`src/hdl/osdr_ram.sv`:
```
module osdr_ram #(
   parameter int WIDTH = 8,
   parameter int DEPTH = 512,
   parameter int AW    = $clog2(DEPTH)
) (
   input  logic             clock,
   input  logic             wr_en,
   input  logic [AW-1:0]    wr_addr,
   input  logic [WIDTH-1:0] wr_data,
   input  logic [AW-1:0]    rd_addr,
   output logic [WIDTH-1:0] rd_data
);

   logic [WIDTH-1:0] mem_ff [DEPTH];
   logic [WIDTH-1:0] rd_data_ff;

   always_ff @(posedge clock) begin
      if (wr_en) begin
         mem_ff[wr_addr] <= wr_data;
      end
      rd_data_ff <= mem_ff[rd_addr];
   end

   assign rd_data = rd_data_ff;

endmodule

```
`config.mk`:
```
export PLATFORM = sky130hd
export DESIGN_NAME = osdr_ram
export DESIGN_NICKNAME = d
export VERILOG_FILES = /design/src/hdl/osdr_ram.sv
export SDC_FILE = /design/constraint.sdc
export NUM_CORES = 2
export LEC_CHECK = 0
export BUFFER_PORTS_ARGS = -buffer_cell sky130_fd_sc_hd__buf_2
export CORE_MARGIN = 4
export CORE_UTILIZATION = 27
export CTS_CLUSTER_DIAMETER = 100
export DETAILED_ROUTE_END_ITERATION = 7
export PLACE_DENSITY = 0.49
export SLEW_MARGIN = 0
export SYNTH_ARGS = -nofsm -noshare
export SYNTH_HDL_FRONTEND = slang
export SYNTH_SLANG_ARGS = --single-unit
```
`constraint.sdc`:
```
create_clock -name clock -period 2.3 [get_ports clock]
set_input_delay 0 -clock clock [delete_from_list [all_inputs] [get_ports clock]]
set_output_delay 0 -clock clock [all_outputs]
set_load 0.05 [all_outputs]
```
Word-level counts from Yosys, hierarchy flattened
Memories as Yosys holds them, arrays and structs flattened. A register that Yosys moved wholly into a read port is not among the register bits.
Cells that the tools add are included.
- input port bits: 28
- register bits: 0
- bits in writable memories: 4096
- word-level logic and storage cells: 3
- memories kept: 1
- memories (name ; words ; width ; rd ports ; clocked after Yosys merged registers in ; write ports ; RTL line ; text):
    mem_ff ; 512 ; 8 ; 1 ; 1 ; 1 ; 14 ; logic [WIDTH-1:0] mem_ff [DEPTH];
- muxes and demuxes: 2
- operators with widths (kind ; number):
    two-way mux 1 bit ; 2

Longest topological paths before layout
- word-level depth: 2
- depth in mapped cells: 12
- mapped depth without buffers: 7

Worst setup path after synthesis
No wires, ideal clock.
- kind: in2reg
- start: in rd_addr[0]
- end: reg rd_data_ff[0] (netlist: rd_data[0]) (read register of mem_ff)
- stages on the path: 10
- slack: 328 ps
- required time: 2182 ps
- data arrival time: 1854 ps
- cell sequence: buf_4 > buf_12 > buf_12 > buf_2 > mux4_2 > o21ai_0 > nand3_1 > nand4_1 > o21ai_0 > o2111a_1
- RTL lines (what ; RTL line ; text):
    from (decl) ; 10 ; input logic [AW-1:0] rd_addr,
    to (decl) ; 15 ; logic [WIDTH-1:0] rd_data_ff;

==> results_dict.tcl <==
set metrics [dict create \
    outcome "finished, violations left" \
    violations "negative setup slack" \
    critPathLaunchType "register" \
    holdPathStages 2 \
    clock_skew_ps 115 \
    drc 0 \
    dr_total_vias 85700 \
    dr.pass1.iters 6 \
    whs_endpoint "mem_ff[122][1]" \
    track_usage_pct 15.3 \
    via_per_inst 4.81 \
    ys_async_sr_fraction_pct 0 \
    post-synth-top-area-fraction_pct 76.9 \
    die_w_um 778 \
    grt_overflow 0 \
    endpoint_kind "register" \
    rsz0062_at_grt "yes" \
    hold_class "input port to register" \
    rows 282 \
    ios 36 \
    cap_violations 0 \
    syn_nets 8058 \
    slew_headroom_pct 36.9 \
    critPathKind "register to register" \
    grt_pass1_wl_um 674000 \
    antenna_found_initial 24 \
    htreeDepth 5 \
    pre_cts_ws_ps -1500 \
    synthTopCellsByCount "edfxtp_1 (4096), mux2i_1 (797), mux4_2 (654)" \
    vdd_drop_max_uv 665 \
    fin_ws_ps -214 \
    dieArea_mm2 0.605 \
    p_leak_uw 0.0647 \
    slew_violations 0 \
    drive_gt1_share_pct 31.4 \
    r2r-start "mem_ff[446][3]" \
    wl_per_cell_um 26.6 \
    path_max_fanout 2 \
    cp-startpoint "mem_ff[446][3]" \
    tightestPinTransition_ps 944 \
    cts-root-buf "clkbuf_16" \
    period_share_pct 109 \
    synth_cell_types 51 \
    grt_max_degree 103 \
    powerDensity_mw_per_mm2 815 \
    numCtsBuffers 414 \
    die_y_um 778 \
    dp_hpwl_um 315000 \
    synth_seq_area_share_pct 77.0 \
    syn_avg_cell_area_um2 19.9 \
    setup_violations 4 \
    core_mm2 0.590 \
    clkLatencyLatePin_ps 1040 \
    synth_warnings 0 \
    areaGrowthSynthToFinish_pct 23.4 \
    cts_buffer_depth 4 \
    syn_area_mm2 0.160 \
    synth.most_common_cell "edfxtp_1" \
    ys_top_cells_by_area "edfxtp_1 (77%), mux4_2 (9.2%), mux2i_1 (5.0%)" \
    cts_sinks 4104 \
    ff2ff_path_depth 7 \
    cts_tree "done" \
    synth_enable_flop_cells 4096 \
    r2r_end "rd_data[3]" \
    ys_ff_latch 4104 \
    synthFlopType "edfxtp_1" \
    drt.antenna.violating_nets 0 \
    start_util_pct 27.1 \
    nets 9662 \
    critPathRequiredTime_ps 3160 \
    fin_crit_ps 2510 \
    portBuffers 35 \
    p_total_uw 161000 \
    place_congestion 0.844 \
    cp_data_arrival_time_ps 3380 \
    path_clk_slew_ps 60 \
    ff2ff_setup_slack_ps -210 \
    min_from "wr_data[1]" \
    yosysTopAreaCell "edfxtp_1" \
    max_freq_ghz 0.398 \
    hold_viol_final 0 \
    wirelength_um 474000 \
    synth_cells 8030 \
    grt_pass1_vias 88000 \
    drt-initial-drc-count 8471 \
]
==> routing by layer <==
metal	vias to the layer above	part of all wire (%)	global-route usage, %
li1	36700	-	-
met1	45800	43	20.6
met2	2569	49	25.9
met3	615	5.1	1.92
met4	4	3.2	4.32
met5	-	0.0049	0
==> cells in the final DEF, fill, tap and decap left out, types with 13 or more instances in the layout <==
| cell type | n |
|---|---|
| edfxtp_1 | 4096 |
| buf_4 | 1427 |
| mux2i_1 | 785 |
| mux4_2 | 654 |
| nor2_1 | 590 |
| clkbuf_16 | 425 |
| o221ai_1 | 318 |
| buf_12 | 210 |
| a21oi_1 | 178 |
| o22ai_1 | 156 |
| o21ai_0 | 98 |
| nor3_1 | 97 |
| nand2_1 | 94 |
| clkinv_1 | 87 |
| clkinv_2 | 82 |
| clkbuf_1 | 75 |
| a22oi_1 | 59 |
| bufinv_16 | 56 |
| o221ai_2 | 54 |
| nand4_1 | 32 |
| nand3_1 | 30 |
| dlygate4sd3_1 | 24 |
| buf_2 | 23 |
| and2_1 | 19 |
| clkinvlp_4 | 18 |
| nor4_1 | 13 |
| o21ai_1 | 13 |
| a21oi_2 | 13 |
| nor4_4 | 13 |
==> power breakdown <==
part / switching (uW) / internal, uW
Combinational: 5900 / 3590
Clock: 28800 / 40100
Sequential: 70.5 / 82300
Total: 34800 / 126000
==> final cells by class <==
class                   count  area, um2
clock inverters           269       2940
inverters                   3       18.8
flip-flops and latches   4104     123000
fillers                 55700     393000
multi-input cells        3410      35100
repair buffers           1701      15500
well taps                7810       9770
diodes                      5       12.5
clock buffers             501      10900
==> registers in the layout, indices dropped and copies added, names as in the netlist <==
register  flops
rd_data       8
mem_ff     4096
==> worst max path at each step <==
stage	to	slack, ps
3_3_place_gp	rd_data[5]	-1990
2_1_floorplan	rd_data[0]	330
5_1_grt	rd_data[3]	-320
4_1_cts	rd_data[5]	-230
6_report	rd_data[3]	-210
3_5_place_dp	rd_data[5]	-1500
==> kinds of logic (layout without fill, tap and decap cells) <==
family                 Yosys count  in the layout  share of synthesized area [%]
AO/OA/AOI/OAI                  979            979                           4.31
buffers and inverters          516           2474                           1.85
multiplexers                  1451           1451                           14.2
AND/OR/NAND/NOR                980            980                           2.63
flip-flops                    4104           4104                           77.0
other                            0              5                              0
==> worst max-delay path, cell delays in order, from the launching register on <==
cell	delay, ps
edfxtp_1	370
mux4_2	510
mux2i_1	310
nor2_1	160
nor4_4	570
nor4_4	130
buf_4	180
o2111a_1	140
==> stage by stage <==
| stage | instance area (um2) | util [%] | hold slack [ps] | setup TNS [ps] | instances |
|---|---|---|---|---|---|
| 5_1_grt | 197000 | 33.5 | 43.2 | -943 | 17800 |
| 3_5_place_dp | 182000 | 30.9 | 427 | -12320 | 17000 |
| 2_1_floorplan | 160000 | - | 98.9 | 0 | 8030 |
| 6_report | 197000 | 33.5 | 81.4 | -552 | 17800 |
| 4_1_cts | 197000 | 33.4 | 8.16 | -536 | 17800 |
| 3_3_place_gp | 182000 | 30.9 | 431 | -12910 | 17000 |
==> repair_timing <==
action | CTS | global route
gates resized for setup | 159 | 51
endpoints found under the setup margin | 8 | 8
pin swaps | 49 | 37
cloned | 0 | 0
endpoints found under the hold margin | 4671 | 0
setup buffers | 3 | 4
hold buffers | 25 | 0
(Power assumes the default switching activity.)
